## src/hw/rtl/fsed_pkg.sv

```systemverilog
// ----------------------------------------------------------------------------
// fsed_pkg
// types and constants of the escape stuffed frame decoder
// ----------------------------------------------------------------------------
package fsed_pkg;

  localparam int MaxFrameDef = 64;

  localparam int CfgAddrW = 2;
  localparam int CfgDataW = 32;
  localparam logic [CfgAddrW-1:0] RegMaxPayload = 2'd0;
  localparam logic [6:0] MaxPayloadRst = 7'd38;

  localparam logic [7:0] ByteSof    = 8'hFF;
  localparam logic [7:0] ByteEof    = 8'hFE;
  localparam logic [7:0] ByteEsc    = 8'hF7;
  localparam logic [7:0] ByteEscSof = 8'h7F;
  localparam logic [7:0] ByteEscEof = 8'h7E;

  typedef enum logic [1:0] {
    KIND_DATA  = 2'd0,
    KIND_DONE  = 2'd1,
    KIND_ABORT = 2'd2
  } kind_t;

  typedef struct packed {
    logic [7:0] out_byte;
    kind_t      kind;
    logic [6:0] frame_length;
    logic       last;
  } res_t;

  typedef struct packed {
    logic [1:0] n;
    res_t       r0;
    res_t       r1;
  } dec_t;

  function automatic res_t make_res(logic [7:0] b, kind_t k, logic [6:0] len, logic lst);
    res_t r;
    r.out_byte     = b;
    r.kind         = k;
    r.frame_length = len;
    r.last         = lst;
    return r;
  endfunction

endpackage

```

## src/hw/rtl/fsed_if.sv

```systemverilog
// ----------------------------------------------------------------------------
// fsed_in_if / fsed_out_if
// valid/ready channels for raw bytes and decoded results
// ----------------------------------------------------------------------------
interface fsed_in_if;
  logic       valid;
  logic       ready;
  logic [7:0] rx_byte;

  modport source (output valid, output rx_byte, input ready);
  modport sink   (input valid, input rx_byte, output ready);
endinterface

interface fsed_out_if;
  logic       valid;
  logic       ready;
  logic [7:0] out_byte;
  logic [1:0] kind;
  logic [6:0] frame_length;
  logic       last;

  modport source (output valid, output out_byte, output kind, output frame_length,
                  output last, input ready);
  modport sink   (input valid, input out_byte, input kind, input frame_length,
                  input last, output ready);
endinterface

```

## src/hw/rtl/escape_stuffed_frame_decoder_top.sv

```systemverilog
// ----------------------------------------------------------------------------
// escape_stuffed_frame_decoder_top
// deframes 0xff/0xfe delimited, 0xf7 escaped byte streams
//
//   channel  dir  payload                              handshake
//   in_ch    in   rx_byte                              valid/ready
//   out_ch   out  out_byte, kind, frame_length, last   valid/ready
//   cfg      in   max_payload at byte address 0        apb, pready tied high
//
// one raw byte accepted per cycle unless out_ch stalls; results pass the
// input register, then the result register, which drains one request per
// cycle while out_ch.ready is high; bytes with results wait until it frees
// reset: synchronous on rst_n, frame hunt restarts, limit returns to 38
// stalls on out_ch back up through the result register into in_ch.ready
// ----------------------------------------------------------------------------
module escape_stuffed_frame_decoder_top #(
  parameter int MAX_FRAME = fsed_pkg::MaxFrameDef
) (
  input  logic                           clk,
  input  logic                           rst_n,
  fsed_in_if.sink                        in_ch,
  fsed_out_if.source                     out_ch,
  input  logic                           psel,
  input  logic                           penable,
  input  logic                           pwrite,
  input  logic [fsed_pkg::CfgAddrW-1:0]  paddr,
  input  logic [fsed_pkg::CfgDataW-1:0]  pwdata,
  output logic [fsed_pkg::CfgDataW-1:0]  prdata,
  output logic                           pready
);
  import fsed_pkg::*;

  logic       in_vld_r, in_vld_nxt;
  logic [7:0] byte_r;
  logic       acc, adv, free;
  logic [6:0] max_payload;
  dec_t       dec;
  res_t       head;

  fsed_cfg u_cfg (
    .clk         (clk),
    .rst_n       (rst_n),
    .psel        (psel),
    .penable     (penable),
    .pwrite      (pwrite),
    .paddr       (paddr),
    .pwdata      (pwdata),
    .prdata      (prdata),
    .pready      (pready),
    .max_payload (max_payload)
  );

  fsed_decode #(.MAX_FRAME(MAX_FRAME)) u_decode (
    .clk         (clk),
    .rst_n       (rst_n),
    .rx_byte     (byte_r),
    .commit      (adv),
    .max_payload (max_payload),
    .dec         (dec)
  );

  fsed_obuf u_obuf (
    .clk       (clk),
    .rst_n     (rst_n),
    .load      (adv && (dec.n != 2'd0)),
    .dec       (dec),
    .out_ready (out_ch.ready),
    .out_valid (out_ch.valid),
    .head      (head),
    .free      (free)
  );

  assign adv         = in_vld_r && ((dec.n == 2'd0) || free);
  assign in_ch.ready = !in_vld_r || adv;
  assign acc         = in_ch.valid && in_ch.ready;

  always_comb begin
    in_vld_nxt = in_vld_r;
    if (acc) begin
      in_vld_nxt = 1'b1;
    end else if (adv) begin
      in_vld_nxt = 1'b0;
    end
  end

  always_ff @(posedge clk) begin
    if (!rst_n) begin
      in_vld_r <= 1'b0;
    end else begin
      in_vld_r <= in_vld_nxt;
    end
  end

  always_ff @(posedge clk) begin
    if (acc) begin
      byte_r <= in_ch.rx_byte;
    end
  end

  assign out_ch.out_byte     = head.out_byte;
  assign out_ch.kind         = head.kind;
  assign out_ch.frame_length = head.frame_length;
  assign out_ch.last         = head.last;
endmodule

```

## src/hw/rtl/fsed_cfg.sv

```systemverilog
// ----------------------------------------------------------------------------
// fsed_cfg
// apb register file holding the payload limit
// ----------------------------------------------------------------------------
module fsed_cfg (
  input  logic                           clk,
  input  logic                           rst_n,
  input  logic                           psel,
  input  logic                           penable,
  input  logic                           pwrite,
  input  logic [fsed_pkg::CfgAddrW-1:0]  paddr,
  input  logic [fsed_pkg::CfgDataW-1:0]  pwdata,
  output logic [fsed_pkg::CfgDataW-1:0]  prdata,
  output logic                           pready,
  output logic [6:0]                     max_payload
);
  import fsed_pkg::*;

  logic [6:0] max_payload_r;
  logic       wr_en;

  assign pready = 1'b1;
  assign wr_en  = psel && penable && pwrite && (paddr == RegMaxPayload);

  always_ff @(posedge clk) begin
    if (!rst_n) begin
      max_payload_r <= MaxPayloadRst;
    end else if (wr_en) begin
      max_payload_r <= pwdata[6:0];
    end
  end

  always_comb begin
    prdata = '0;
    if (paddr == RegMaxPayload) begin
      prdata = {{(CfgDataW-7){1'b0}}, max_payload_r};
    end
  end

  assign max_payload = max_payload_r;
endmodule

```

## src/hw/rtl/fsed_decode.sv

```systemverilog
// ----------------------------------------------------------------------------
// fsed_decode
// frame state and single pass decode of one raw byte into up to two results
// ----------------------------------------------------------------------------
module fsed_decode #(
  parameter int MAX_FRAME = fsed_pkg::MaxFrameDef
) (
  input  logic             clk,
  input  logic             rst_n,
  input  logic [7:0]       rx_byte,
  input  logic             commit,
  input  logic [6:0]       max_payload,
  output fsed_pkg::dec_t   dec
);
  import fsed_pkg::*;

  localparam logic [7:0] MaxFrameB = 8'(MAX_FRAME);

  logic       in_frame_r, in_frame_nxt;
  logic       esc_r, esc_nxt;
  logic [6:0] cnt_r, cnt_nxt;

  logic [7:0] lim;
  logic [6:0] cnt_inc;
  logic       ovf0, ovf1;
  logic       emit1;
  logic [7:0] ebyte;

  assign lim     = ({1'b0, max_payload} < MaxFrameB) ? {1'b0, max_payload} : MaxFrameB;
  assign cnt_inc = cnt_r + 7'd1;
  assign ovf0    = {1'b0, cnt_r} >= lim;
  assign ovf1    = {1'b0, cnt_inc} >= lim;

  always_comb begin
    in_frame_nxt = in_frame_r;
    esc_nxt      = esc_r;
    cnt_nxt      = cnt_r;
    dec          = '0;
    emit1        = 1'b0;
    ebyte        = rx_byte;

    if (!in_frame_r) begin
      if (rx_byte == ByteSof) begin
        in_frame_nxt = 1'b1;
        esc_nxt      = 1'b0;
        cnt_nxt      = '0;
      end
    end else if (esc_r) begin
      esc_nxt = 1'b0;
      priority if (rx_byte == ByteEscSof) begin
        emit1 = 1'b1;
        ebyte = ByteSof;
      end else if (rx_byte == ByteEscEof) begin
        emit1 = 1'b1;
        ebyte = ByteEof;
      end else if (rx_byte == ByteEsc) begin
        emit1 = 1'b1;
        ebyte = ByteEsc;
      end else if (rx_byte == ByteSof) begin
        dec.n        = 2'd1;
        dec.r0       = make_res(8'd0, KIND_ABORT, 7'd0, 1'b1);
        in_frame_nxt = 1'b1;
        cnt_nxt      = '0;
      end else if (ovf0) begin
        dec.n        = 2'd1;
        dec.r0       = make_res(8'd0, KIND_ABORT, 7'd0, 1'b1);
        in_frame_nxt = 1'b0;
        cnt_nxt      = '0;
      end else if (rx_byte == ByteEof) begin
        dec.n        = 2'd2;
        dec.r0       = make_res(ByteEsc, KIND_DATA, 7'd0, 1'b0);
        dec.r1       = make_res(8'd0, KIND_DONE, cnt_inc, 1'b1);
        in_frame_nxt = 1'b0;
        cnt_nxt      = '0;
      end else if (ovf1) begin
        // escape byte fits, the byte after it overflows
        dec.n        = 2'd2;
        dec.r0       = make_res(ByteEsc, KIND_DATA, 7'd0, 1'b0);
        dec.r1       = make_res(8'd0, KIND_ABORT, 7'd0, 1'b1);
        in_frame_nxt = 1'b0;
        cnt_nxt      = '0;
      end else begin
        // unknown escape passes both bytes
        dec.n   = 2'd2;
        dec.r0  = make_res(ByteEsc, KIND_DATA, 7'd0, 1'b0);
        dec.r1  = make_res(rx_byte, KIND_DATA, 7'd0, 1'b1);
        cnt_nxt = cnt_r + 7'd2;
      end
    end else begin
      priority if (rx_byte == ByteSof) begin
        dec.n        = 2'd1;
        dec.r0       = make_res(8'd0, KIND_ABORT, 7'd0, 1'b1);
        in_frame_nxt = 1'b1;
        cnt_nxt      = '0;
      end else if (rx_byte == ByteEof) begin
        dec.n        = 2'd1;
        dec.r0       = make_res(8'd0, KIND_DONE, cnt_r, 1'b1);
        in_frame_nxt = 1'b0;
        cnt_nxt      = '0;
      end else if (rx_byte == ByteEsc) begin
        esc_nxt = 1'b1;
      end else begin
        emit1 = 1'b1;
      end
    end

    if (emit1) begin
      dec.n = 2'd1;
      if (ovf0) begin
        dec.r0       = make_res(8'd0, KIND_ABORT, 7'd0, 1'b1);
        in_frame_nxt = 1'b0;
        esc_nxt      = 1'b0;
        cnt_nxt      = '0;
      end else begin
        dec.r0  = make_res(ebyte, KIND_DATA, 7'd0, 1'b1);
        cnt_nxt = cnt_inc;
      end
    end
  end

  always_ff @(posedge clk) begin
    if (!rst_n) begin
      in_frame_r <= 1'b0;
      esc_r      <= 1'b0;
      cnt_r      <= '0;
    end else if (commit) begin
      in_frame_r <= in_frame_nxt;
      esc_r      <= esc_nxt;
      cnt_r      <= cnt_nxt;
    end
  end
endmodule

```

## src/hw/rtl/fsed_obuf.sv

```systemverilog
// ----------------------------------------------------------------------------
// fsed_obuf
// two entry result register, loaded as a pair and drained one per request
// ----------------------------------------------------------------------------
module fsed_obuf (
  input  logic            clk,
  input  logic            rst_n,
  input  logic            load,
  input  fsed_pkg::dec_t  dec,
  input  logic            out_ready,
  output logic            out_valid,
  output fsed_pkg::res_t  head,
  output logic            free
);
  import fsed_pkg::*;

  res_t       slot0_r, slot1_r;
  logic [1:0] cnt_r;
  logic       pop;

  assign out_valid = (cnt_r != 2'd0);
  assign pop       = out_valid && out_ready;
  assign free      = (cnt_r == 2'd0) || ((cnt_r == 2'd1) && out_ready);
  assign head      = slot0_r;

  always_ff @(posedge clk) begin
    if (!rst_n) begin
      cnt_r <= '0;
    end else if (load) begin
      cnt_r <= dec.n;
    end else if (pop) begin
      cnt_r <= cnt_r - 2'd1;
    end
  end

  always_ff @(posedge clk) begin
    if (load) begin
      slot0_r <= dec.r0;
      slot1_r <= dec.r1;
    end else if (pop) begin
      slot0_r <= slot1_r;
    end
  end
endmodule

```

## src/flat_wrapper.sv

```systemverilog
// flat-port wrapper written by rule: the top's interface ports become plain ports
module escape_stuffed_frame_decoder_top_flat import fsed_pkg::*;
#(
  parameter int MAX_FRAME = fsed_pkg::MaxFrameDef
)
  (clk, rst_n, psel, penable, pwrite, paddr, pwdata, prdata, pready, in_ch_valid, in_ch_rx_byte, in_ch_ready, out_ch_valid, out_ch_out_byte, out_ch_kind, out_ch_frame_length, out_ch_last, out_ch_ready);
  fsed_in_if in_ch_i ();
  fsed_out_if out_ch_i ();
  input  logic clk;
  input  logic rst_n;
  input  logic psel;
  input  logic penable;
  input  logic pwrite;
  input  logic [fsed_pkg::CfgAddrW-1:0] paddr;
  input  logic [fsed_pkg::CfgDataW-1:0] pwdata;
  output logic [fsed_pkg::CfgDataW-1:0] prdata;
  output logic pready;
  input wire logic [$bits(in_ch_i.valid)-1:0] in_ch_valid;
  input wire logic [$bits(in_ch_i.rx_byte)-1:0] in_ch_rx_byte;
  output wire logic [$bits(in_ch_i.ready)-1:0] in_ch_ready;
  output wire logic [$bits(out_ch_i.valid)-1:0] out_ch_valid;
  output wire logic [$bits(out_ch_i.out_byte)-1:0] out_ch_out_byte;
  output wire logic [$bits(out_ch_i.kind)-1:0] out_ch_kind;
  output wire logic [$bits(out_ch_i.frame_length)-1:0] out_ch_frame_length;
  output wire logic [$bits(out_ch_i.last)-1:0] out_ch_last;
  input wire logic [$bits(out_ch_i.ready)-1:0] out_ch_ready;
  assign in_ch_i.valid = in_ch_valid;
  assign in_ch_i.rx_byte = in_ch_rx_byte;
  assign in_ch_ready = in_ch_i.ready;
  assign out_ch_valid = out_ch_i.valid;
  assign out_ch_out_byte = out_ch_i.out_byte;
  assign out_ch_kind = out_ch_i.kind;
  assign out_ch_frame_length = out_ch_i.frame_length;
  assign out_ch_last = out_ch_i.last;
  assign out_ch_i.ready = out_ch_ready;
  escape_stuffed_frame_decoder_top #(.MAX_FRAME(MAX_FRAME)) u_core (.clk(clk), .rst_n(rst_n), .in_ch(in_ch_i), .out_ch(out_ch_i), .psel(psel), .penable(penable), .pwrite(pwrite), .paddr(paddr), .pwdata(pwdata), .prdata(prdata), .pready(pready));
endmodule
```

## config.mk

```make
export PLATFORM = sky130hd
export DESIGN_NAME = escape_stuffed_frame_decoder_top_flat
export DESIGN_NICKNAME = d
export VERILOG_FILES = /design/src/hw/rtl/fsed_pkg.sv /design/src/hw/rtl/fsed_if.sv /design/src/hw/rtl/escape_stuffed_frame_decoder_top.sv /design/src/hw/rtl/fsed_cfg.sv /design/src/hw/rtl/fsed_decode.sv /design/src/hw/rtl/fsed_obuf.sv /design/src/flat_wrapper.sv
export SDC_FILE = /design/constraint.sdc
export NUM_CORES = 1
export LEC_CHECK = 0
export BUFFER_PORTS_ARGS = -buffer_cell sky130_fd_sc_hd__buf_2
export CORE_UTILIZATION = 25
export CTS_BUF_LIST = sky130_fd_sc_hd__clkbuf_16
export CTS_CLUSTER_SIZE = 16
export DETAILED_ROUTE_END_ITERATION = 12
export PLACE_DENSITY = 0.4
export SLEW_MARGIN = 20
export SYNTH_ARGS = -nofsm -noshare
export SYNTH_HDL_FRONTEND = slang
export SYNTH_HIERARCHICAL = 1
export SYNTH_SLANG_ARGS = --single-unit
```

## constraint.sdc

```tcl
create_clock -name clk -period 7.2 [get_ports clk]
set_input_delay 0.72 -clock clk [delete_from_list [all_inputs] [get_ports clk]]
set_output_delay 0.72 -clock clk [all_outputs]
set_load 0.03 [all_outputs]
```

==> metrics.md, run 1 <==
| Metric | Value |
|---|---|
| Gr usage total | `0.111` |
| Critical Path, Cell by Cell | `inv_1, ha_1, nand2b_1, a31oi_1, o21a_1, a21oi_1, o21ai_0, nand2_1, nor2_1, o21a_1, a21boi_1, and2_1, o21ai_0, a21boi_1` |
| Slew margin rel. | `0.408` |
| Die Height | `around 130 um` |
| Port bufs | `50` |
| Ys Warns | `6` |
| Startpoint types | `register` |
| Flops & latches, synth | `63` |
| Pre-Repair DR Iteration Count | `10` |
| Tcrit/Tclk final | `0.528` |
| Detailed Route WL | `around 8.1 mm` |
| Die ar. | `between 15,000 and 20,000 sq um` |
| Placeable Area | `roughly 15,000 sq um` |
| Sw Share | `0.219` |
| Net switching power | `0.197 mW` |
| Die X | `about 130 um` |
| Avg WL per Cell | `between 10 and 15 um` |
| TritonCTS sink count | `63` |
| Int Pwr | `roughly 0.7 mW` |
| Post-synth EDFFs | `44` |
| Inserted Diodes | `0` |
| Reg2reg setup slack | `3400 ps` |
| Delay of the slowest cell on the worst path | `slightly above 700 ps` |
| WS Path Type | `reg2reg` |
| Largest family of logic cells by synthesized area | `simple AND/OR/NAND/NOR gates` |
| Final Wtd Congestion | `between 0.8 and 0.9` |
| Pwr/cell area | `about 200 nW/um^2` |
| First-pass GRT wire length | `between 10 and 15 mm` |
| Total Power | `~0.9 mW` |
| Latest clock arrival within the worst-skew pair | `approximately 330 ps` |
| Post-Synth XOR/XNOR Area | `0.0161` |
| Min Clock Period, post-route | `3800 ps` |
| TritonCTS buffer count | `9` |
| Syn Inst Count | `361` |
| WHS | `478 ps` |
| Largest net degree at the start of global routing | `40` |
| Clock-pin transition on the worst setup and hold timing paths | `approximately 50 ps` |
| Cell total after placement | `579` |
| Antenna Nets Post-Route | `0` |
| Standard-cell rows | `44` |
| Post-Route Utilization | `0.298` |
| Post-synthesis compound-gate area fraction | `0.120` |
| Final Skew | `about 4.3 ps` |
| Hold depth | `2` |
| Sequential Power Share | `0.443` |
| Fraction of layout cells with a size suffix above 1 | `0.263` |
| Post-CTS setup buffer count | `0` |
| Vias | `between 2k and 3k` |
| Global route total overflow | `0` |
| Logic gate share of total power | `0.056` |
| Worst setup margin | `~3400 ps` |
| Clock power frac | `0.501` |
| Synth Cell Area | `between 3000 and 4000 sq um` |
| # DRC | `3` |
| Final Cell Area | `roughly 4400 sq um` |
| Final Hold Vio Count | `0` |
| Least-Margin Pin Slew | `a little under 900 ps` |
| Outcome | `complete, but fails checks` |
| Top FF cell, synth | `edfxtp_1` |
| Crit-path max FO | `11` |
| Initial antenna violation count | `0` |
| # hold bufs at CTS | `0` |
| Setup crit end kind | `register` |
| Clock Tree Root | `clkbuf_16` |
| VDD IR-drop max | `~100 uV` |
| Syn-to-layout area delta | `15.1%` |
| P_leak | `1.70 nW` |
| Max Slew Vio Count | `0` |
| # resized after CTS | `0` |
| Critical Path RT | `7460 ps` |
| H-tree depth | `3` |
| Hold crit path type | `reg2reg` |
| Effective utilization at floorplan | `0.259` |
| FF-to-FF path depth | `14` |
| Post-synthesis adder-cell area fraction | `0.0592` |
| Sequential-to-total area share from yosys stat | `0.447` |
| DP Area | `around 4100 sq um` |
| First-iteration detailed-routing DRC count | `150` |
| Setup_tns | `0 ps` |
| Via density | `between 4 and 5` |
| Hpwl dp | `5.90 mm` |
| Final non-filler cell total | `595` |
| Max Freq | `around 260 MHz` |
| CTS tree | `built` |
| Setup violations, final | `0` |
| Pre-CTS setup slack | `about 3400 ps` |
| Slowest cell on crit path | `a21boi_1` |
| Number of distinct library cells after synthesis | `59` |
| Fin nets | `473` |
| CP arrival | `around 4100 ps` |
| Failing checks | `design-rule violations` |
| RSZ-0062 raised after global routing | `false` |
| Syn Area/Cell | `between 10 and 15 sq um` |
| Multiplexer share of the synthesized area | `0.0691` |
| Maxcap violations | `0` |
| Asr flop ratio synth | `0` |
| Clk buf depth | `2` |
| Vias in the first global route | `2,640` |
| Simple-gate share of the synthesized area | `0.187` |
| IO Pins | `102` |
-- synthesized netlist by cell type, drive strengths merged, types with 7 or more instances --
library cell / n / area, sq um
a21oi: 9 / 48.8
nor3: 10 / 61.3
nand2: 30 / 113
inv: 18 / 67.6
mux2: 18 / 203
o21ai: 15 / 86.3
buf: 36 / 290
dfxtp: 19 / 380
a21o: 11 / 83.8
nor2b: 10 / 77.6
nand3: 10 / 50.1
ha: 18 / 225
edfxtp: 44 / 1320
nor2: 20 / 90.1
and3: 7 / 50.1
and2: 20 / 129
-- worst max-delay path: cells and delay by family (launching register included) --
kind | cells | cell delay [ps]
AOI/OAI and AO/OA | 8 | 2010
and+or+nand+nor | 4 | 740
DFF | 1 | 500
adders and majority gates | 1 | 320
buffers and inverters | 1 | 150
-- cell type report --
cell class | count | area, sq um
clock buffers | 9 | 225
clock inverters | 7 | 80.1
fillers | 1542 | 10300
inverters | 18 | 67.6
multi-input cells | 263 | 1820
flip-flops and latches | 63 | 1700
well taps | 184 | 230
repair buffers | 51 | 258
-- per-layer routing --
| layer | global-route usage | up-vias | part of all wire |
|---|---|---|---|
| met1 | 0.163 | 1258 | 0.52 |
| met5 | 0 | - | 0 |
| li1 | - | 1330 | - |
| met4 | 0.0481 | 0 | 0.017 |
| met2 | 0.156 | 74 | 0.42 |
| met3 | 0.0227 | 9 | 0.046 |
-- flip-flops by register name, summed over array words and instances, names as in the netlist --
name	count
u_core/u_obuf/cnt_r	2
u_core/in_vld_r	1
u_core/u_obuf/slot1_r	18
u_core/u_obuf/head	18
u_core/u_decode/in_frame_r	1
u_core/u_decode/cnt_r	7
u_core/u_decode/esc_r	1
u_core/byte_r	8
u_core/u_cfg/max_payload	7
-- power groups by stage --
stage	registers (mW)	logic, mW	clock network, mW
4_1_cts	0.397	0.0507	0.461
6_report	0.397	0.0504	0.449
3_5_place_dp	0.405	0.0506	0
3_3_place_gp	0.405	0.0500	0
5_1_grt	0.398	0.0553	0.477
2_1_floorplan	0.402	0.0501	0
-- cell usage in the layout (no fill, tap or decap), types with 6 or more instances in the layout --
master,count
dfxtp_1,19
nor2b_1,8
nor3_1,9
nor4_1,6
nand2_1,30
nand3_1,10
buf_2,50
a21o_1,10
nor2_1,15
a21oi_1,8
edfxtp_1,44
ha_1,18
and2_1,18
conb_1,26
mux2i_1,6
inv_1,20
o21ai_0,12
clkbuf_16,9
mux2_2,18
-- path summary, 6_finish.rpt --
path                                from                           to
max             u_core/u_decode/cnt_r[0]     u_core/u_decode/cnt_r[5]
min          u_core/u_cfg/max_payload[0]  u_core/u_cfg/max_payload[0]
max reg2reg     u_core/u_decode/cnt_r[0]     u_core/u_decode/cnt_r[5]
min reg2reg  u_core/u_cfg/max_payload[0]  u_core/u_cfg/max_payload[0]
-- cell families after synthesis --
group                      count (synthesis)
AOI/OAI and AO/OA                         62
xor gates and xnor gates                   7
muxes                                     24
other                                      2
DFF                                       63
adders and majority gates                 18
buffers and inverters                     59
and+or+nand+nor                          126
(Power assumes the default switching activity.)
==> inputs of run 2 (changes only) <==
==> constraint.sdc (replaced) <==
create_clock -name clk -period 3.8 [get_ports clk]
set_input_delay 0.38 -clock clk [delete_from_list [all_inputs] [get_ports clk]]
set_output_delay 0.38 -clock clk [all_outputs]
set_load 0.03 [all_outputs]
==> run 2 against run 1 <==
  * The run still ends with design-rule violations left
  * Flip-flop and latch count unchanged
  * Global-route usage down 0.055 points
  * Clock-buffer cell count unchanged
  * Critical endpoint is now u_core/u_obuf/slot1_r[16]
  * Highest routed layer unchanged
==> metrics.md, run 2 (synthesis results as in run 1) <==
| Metric | Value |
|---|---|
| Vias in the first global route | `2,606 (was 2,640)` |
| Die Height | `125 um (unchanged)` |
| First-pass GRT wire length | `13.4 mm (was 13.9 mm)` |
| FILL cells | `1,548 (was 1,542)` |
| Setup_tns | `0 ps (unchanged)` |
| H-tree depth | `3 (unchanged)` |
| Inserted Diodes | `0 (unchanged)` |
| Final Hold Vio Count | `0 (unchanged)` |
| Crit-path max FO | `11 (unchanged)` |
| TritonCTS sink count | `63 (unchanged)` |
| # hold bufs at CTS | `0 (unchanged)` |
| TritonCTS buffer count | `9 (unchanged)` |
| Min Clock Period, post-route | `3240 ps (was 3800 ps)` |
| # resized after CTS | `0 (unchanged)` |
| P_leak | `1.73 nW (was 1.70 nW)` |
| WS Path Type | `reg2reg (unchanged)` |
| Port bufs | `50 (unchanged)` |
| Outcome | `complete, but fails checks (unchanged)` |
| Clock-pin transition on the worst setup and hold timing paths | `50 ps (about the same)` |
| RSZ-0062 raised after global routing | `false (unchanged)` |
| Pre-Repair DR Iteration Count | `10 (unchanged)` |
| Max Freq | `309 MHz (was 263 MHz)` |
| Gr usage total | `0.111 (about the same)` |
| Worst setup margin | `563 ps (was 3400 ps)` |
| Hold crit path type | `in2reg (was reg2reg)` |
| Gr busiest metal | `met2 (was met1)` |
| Fraction of layout cells with a size suffix above 1 | `0.274 (was 0.263)` |
| GR Layer Usage met1 | `0.155 (was 0.163)` |
| Effective utilization at floorplan | `0.259 (unchanged)` |
| Maxcap violations | `0 (unchanged)` |
| First-iteration detailed-routing DRC count | `165 (was 150)` |
| Die ar. | `15,700 sq um (unchanged)` |
| Final non-filler cell total | `600 (was 595)` |
| Fin nets | `478 (was 473)` |
| Standard-cell rows | `44 (unchanged)` |
| Placeable Area | `14,700 sq um (unchanged)` |
| Via density | `4.42 (was 4.49)` |
| Most common cell after layout, fill and taps aside | `buf_2 (unchanged)` |
| Max Slew Vio Count | `0 (unchanged)` |
| GRT met3 Usage | `0.0197 (was 0.0227)` |
| Critical Path RT | `4000 ps (was 7460 ps)` |
| Area of the multi-input gates | `1820 sq um (unchanged)` |
| Setup crit end kind | `register (unchanged)` |
| Clk buf depth | `2 (unchanged)` |
| Final Wtd Congestion | `0.777 (was 0.809)` |
| Avg WL per Cell | `13.8 um (was 13.7 um)` |
| Total Power | `1.70 mW (was 0.897 mW)` |
| Least-Margin Pin Slew | `871 ps (was 885 ps)` |
| WHS | `227 ps (was 478 ps)` |
| # DRC | `2 (was 3)` |
| Die X | `125 um (unchanged)` |
| CP arrival | `3440 ps (was 4060 ps)` |
| Initial antenna violation count | `0 (unchanged)` |
| Syn-to-layout area delta | `16.1% (was 15.1%)` |
| IO Pins | `102 (unchanged)` |
| Detailed Route WL | `8.27 mm (was 8.14 mm)` |
| Antenna Nets Post-Route | `0 (unchanged)` |
| Hpwl dp | `6.00 mm (was 5.90 mm)` |
| Setup violations, final | `0 (unchanged)` |
| Latest clock arrival within the worst-skew pair | `330 ps (about the same)` |
| CTS tree | `built (unchanged)` |
| Cell total after placement | `584 (was 579)` |
| Tcrit/Tclk final | `0.852 (was 0.528)` |
| Post-CTS setup buffer count | `0 (unchanged)` |
| Clock Tree Root | `clkbuf_16 (unchanged)` |
| Pre-CTS setup slack | `529 ps (was 3390 ps)` |
| Pwr/cell area | `385 nW/um^2 (was 205 nW/um^2)` |
| Failing checks | `design-rule violations (unchanged)` |
| Startpoint types | `register (unchanged)` |
| Largest net degree at the start of global routing | `39 (was 40)` |
| Slew margin rel. | `0.419 (was 0.408)` |
| Most frequent cells in the layout | `buf_2 (50), edfxtp_1 (44), nand2_1 (30) (unchanged)` |
| VDD IR-drop max | `174 uV (was 102 uV)` |
| Global route total overflow | `0 (unchanged)` |
| Grt met2 use | `0.157 (was 0.156)` |
| Register area | `1700 sq um (unchanged)` |
| Final Skew | `5.52 ps (was 4.27 ps)` |
| Vias | `2,653 (was 2,671)` |
[run 2: changes by cell type in the layout (fill, tap and decap cells not counted), sizes merged]
cell / delta
buf: +5
clkinv: -1
inv: +1
[run 2: path summary, 6_finish.rpt]
path                                from                           to  slack, ps  cells past startpoint
max             u_core/u_decode/cnt_r[1]    u_core/u_obuf/slot1_r[16]        560                     10
min                     in_ch_rx_byte[0]             u_core/byte_r[0]        230                      1
max reg2reg     u_core/u_decode/cnt_r[1]    u_core/u_obuf/slot1_r[16]        560                     10
min reg2reg  u_core/u_cfg/max_payload[0]  u_core/u_cfg/max_payload[0]        470                      2
[run 2: through the flow]
| step | area [sq um] | util |
|---|---|---|
| 3_5_place_dp | 4110 | 0.280 |
| 2_1_floorplan | 3890 | - |
| 4_1_cts | 4420 | 0.301 |
| 3_3_place_gp | 4110 | 0.280 |
| 6_report | 4420 | 0.301 |
| 5_1_grt | 4420 | 0.301 |
[run 2: layer usage]
metal,wire length (um),vias to the layer above
met5,0,-
met4,180,0
met3,364,10
met2,3390,71
met1,4330,1229
li1,-,1343
[run 2: layout make-up]
cell class              count  area share
repair buffers             56      0.0668
clock inverters             7      0.0184
clock buffers               9      0.0510
well taps                 184      0.0521
inverters                  18      0.0153
flip-flops and latches     63       0.385
multi-input cells         263       0.411
[run 2: power by group]
| group | internal [mW] | switching (mW) | total (mW) |
|---|---|---|---|
| Sequential | 0.739 | 0.0135 | 0.753 |
| Combinational | 0.0256 | 0.0709 | 0.0965 |
| Clock | 0.564 | 0.288 | 0.852 |
| Total | 1.33 | 0.373 | 1.70 |
[run 2: worst max-delay path, cell delays in order, from the launching register on]
cell	delay (ps)
dfxtp_1	460
ha_1	240
nand3_1	120
nor2_1	150
xor2_1	360
ha_1	330
and3_1	210
a221oi_2	290
o21ai_2	220
nor3_4	490
and2_2	230
==> inputs of run 3 (changes only) <==
==> constraint.sdc (replaced) <==
create_clock -name clk -period 3.8 [get_ports clk]
set_input_delay 0.76 -clock clk [delete_from_list [all_inputs] [get_ports clk]]
set_output_delay 0.76 -clock clk [all_outputs]
set_load 0.03 [all_outputs]
==> run 3 against run 2 <==
  * The run still ends with design-rule violations left
  * Power shrank 8.6%
  * Sequential share of layout area grew 0.50 points
  * Sequential power is essentially flat
  * Cell count shrank 0.17%
  * Clock-buffer cell count is the same
  * Core utilization shrank 0.38 points
  * Die area is the same
  * Worst setup slack lost 250 ps
  * Clock skew shrank 1.6 ps
  * Global-route usage shrank 0.16 points
  * Critical path type is now reg2out
  * Critical endpoint is now in_ch_ready
  * Highest routed layer unchanged
==> metrics.md, run 3 (synthesis results as in run 1) <==
| Metric | Value |
|---|---|
| H-tree depth | `3 (unchanged)` |
| Inserted Diodes | `0 (unchanged)` |
| Vias | `2,640 (was 2,653)` |
| Most frequent cells in the layout | `buf_2 (50), edfxtp_1 (44), nand2_1 (30) (unchanged)` |
| Area of the multi-input gates | `1820 sq um (unchanged)` |
| Die ar. | `15,700 sq um (unchanged)` |
| Avg WL per Cell | `14.0 um (was 13.8 um)` |
| Least-Margin Pin Slew | `887 ps (was 871 ps)` |
| CP arrival | `2730 ps (was 3440 ps)` |
| Outcome | `complete, but fails checks (unchanged)` |
| Setup violations, final | `0 (unchanged)` |
| CP most frequent cell | `inv_1 (was ha_1)` |
| CP top delay family | `compound AO/OA/AOI/OAI gates (was simple AND/OR/NAND/NOR gates)` |
| Startpoint types | `register (unchanged)` |
| Post-Route Utilization | `0.297 (was 0.301)` |
| Crit path buf inv count | `3 (was 0)` |
| Pre-CTS setup slack | `485 ps (was 529 ps)` |
| # hold bufs at CTS | `0 (unchanged)` |
| Clock-pin transition on the worst setup and hold timing paths | `50 ps (about the same)` |
| Worst R2R End | `u_core/u_obuf/slot1_r[16] (unchanged)` |
| Vias in the first global route | `2,576 (was 2,606)` |
| Reg2reg setup slack | `580 ps (was 560 ps)` |
| P_leak | `1.71 nW (was 1.73 nW)` |
| Setup crit end kind | `output pin (was register)` |
| Hold crit path type | `reg2reg (was in2reg)` |
| TritonCTS sink count | `63 (unchanged)` |
| Placeable Area | `14,700 sq um (unchanged)` |
| Total Power | `1.56 mW (was 1.70 mW)` |
| Fin nets | `478 (unchanged)` |
| Hold Path Origin | `u_core/u_cfg/max_payload[0] (was in_ch_rx_byte[0])` |
| Detailed Route WL | `8.38 mm (was 8.27 mm)` |
| Syn-to-layout area delta | `14.7% (was 16.1%)` |
| Gr usage total | `0.109 (was 0.111)` |
| Via density | `4.41 (was 4.42)` |
| Hold depth | `2 (was 1)` |
| Tcrit/Tclk final | `0.919 (was 0.852)` |
| Die Height | `125 um (unchanged)` |
| DP Area | `4110 sq um (unchanged)` |
| Final non-filler cell total | `599 (was 600)` |
| Worst setup margin | `308 ps (was 563 ps)` |
| FF-to-FF path depth | `10 (unchanged)` |
| Final Hold Vio Count | `0 (unchanged)` |
| Crit-path max FO | `5 (was 11)` |
| Clock Tree Root | `clkbuf_16 (unchanged)` |
| Die X | `125 um (unchanged)` |
| Clk buf depth | `2 (unchanged)` |
| IO Pins | `102 (unchanged)` |
| R2r startpoint | `u_core/u_decode/cnt_r[1] (unchanged)` |
| Final Wtd Congestion | `0.769 (was 0.777)` |
| RSZ-0062 raised after global routing | `false (unchanged)` |
| FILL cells | `1,527 (was 1,548)` |
| Crit path depth | `12 (was 10)` |
| Latest clock arrival within the worst-skew pair | `320 ps (was 330 ps)` |
| Fraction of layout cells with a size suffix above 1 | `0.272 (was 0.274)` |
| Critical Path RT | `3040 ps (was 4000 ps)` |
| Max Freq | `286 MHz (was 309 MHz)` |
| Register area | `1700 sq um (unchanged)` |
| VDD IR-drop max | `157 uV (was 174 uV)` |
| WHS | `468 ps (was 227 ps)` |
| WHS Endpoint | `u_core/u_cfg/max_payload[0] (was u_core/byte_r[0])` |
| WS Path Type | `reg2out (was reg2reg)` |
| Largest net degree at the start of global routing | `39 (unchanged)` |
| Most common cell after layout, fill and taps aside | `buf_2 (unchanged)` |
| Pre-Repair DR Iteration Count | `10 (unchanged)` |
| Slew margin rel. | `0.408 (was 0.419)` |
| Initial antenna violation count | `0 (unchanged)` |
| Delay of the slowest cell on the worst path | `430 ps (was 490 ps)` |
| Cell total after placement | `584 (unchanged)` |
| Slowest cell on crit path | `dfxtp_1 (was nor3_4)` |
| Failing checks | `design-rule violations (unchanged)` |
| Hpwl dp | `6.12 mm (was 6.00 mm)` |
| CTS tree | `built (unchanged)` |
| Max Slew Vio Count | `0 (unchanged)` |
| First-iteration detailed-routing DRC count | `101 (was 165)` |
| # DRC | `3 (was 2)` |
| Effective utilization at floorplan | `0.259 (unchanged)` |
| Final Skew | `3.94 ps (was 5.52 ps)` |
| Global route total overflow | `0 (unchanged)` |
| Min Clock Period, post-route | `3490 ps (was 3240 ps)` |
| Pwr/cell area | `357 nW/um^2 (was 385 nW/um^2)` |
| Port bufs | `50 (unchanged)` |
| Critical Path, Cell by Cell | `inv_1, ha_1, nand2b_1, a31oi_1, o21a_1, a21oi_1, o21ai_0, nand2_1, o21ai_2, nor2_2, inv_1, buf_2 (was ha_1, nand3_1, nor2_1, xor2_1, ha_1, and3_1, a221oi_2, o21ai_2, nor3_4, and2_2)` |
| Antenna Nets Post-Route | `0 (unchanged)` |
| Final Cell Area | `4360 sq um (was 4420 sq um)` |
| Maxcap violations | `0 (unchanged)` |
| First-pass GRT wire length | `13.3 mm (was 13.4 mm)` |
| TritonCTS buffer count | `9 (unchanged)` |
| Standard-cell rows | `44 (unchanged)` |
| Setup_tns | `0 ps (unchanged)` |
run 3: area by class of cell:
| type | count | share of cell area |
|---|---|---|
| timing repair buffer | 56 | 0.0677 |
| inverter | 18 | 0.0155 |
| clock inverter | 6 | 0.00574 |
| tap | 184 | 0.0528 |
| sequential | 63 | 0.390 |
| multi-input combinational | 263 | 0.417 |
| clock buffer | 9 | 0.0516 |
run 3: routing by layer:
layer | up-vias | global-route usage | share of wire
met5 | - | 0 | 0
met4 | 0 | 0.0452 | 0.013
met3 | 5 | 0.0240 | 0.045
met2 | 78 | 0.163 | 0.43
met1 | 1220 | 0.151 | 0.52
li1 | 1337 | - | -
run 3: worst max path at each step:
stage | startpoint | endpoint
2_1_floorplan | u_core/u_cfg/max_payload[6] | u_core/u_obuf/head[0]
3_3_place_gp | u_core/u_decode/cnt_r[1] | u_core/u_obuf/slot1_r[16]
3_5_place_dp | u_core/u_decode/cnt_r[1] | u_core/u_obuf/slot1_r[16]
4_1_cts | u_core/u_cfg/max_payload[6] | in_ch_ready
5_1_grt | u_core/u_decode/cnt_r[0] | in_ch_ready
6_report | u_core/u_decode/cnt_r[0] | in_ch_ready
run 3: what timing repair did:
item / CTS / global route
endpoints found under the setup margin: 0 / 1
setup buffers: 0 / 0
gates resized for setup: 0 / 1
run 3: power by group:
group | internal (mW) | switching (mW) | total, mW
combinational | 0.0256 | 0.0709 | 0.0965
clock | 0.425 | 0.281 | 0.706
sequential | 0.739 | 0.0133 | 0.753
run 3: worst min-delay path, delay by kind of cell (launching register included):
family,cells,cell delay [ps]
AND/OR/NAND/NOR,1,50
multiplexers,1,50
flip-flops,1,310
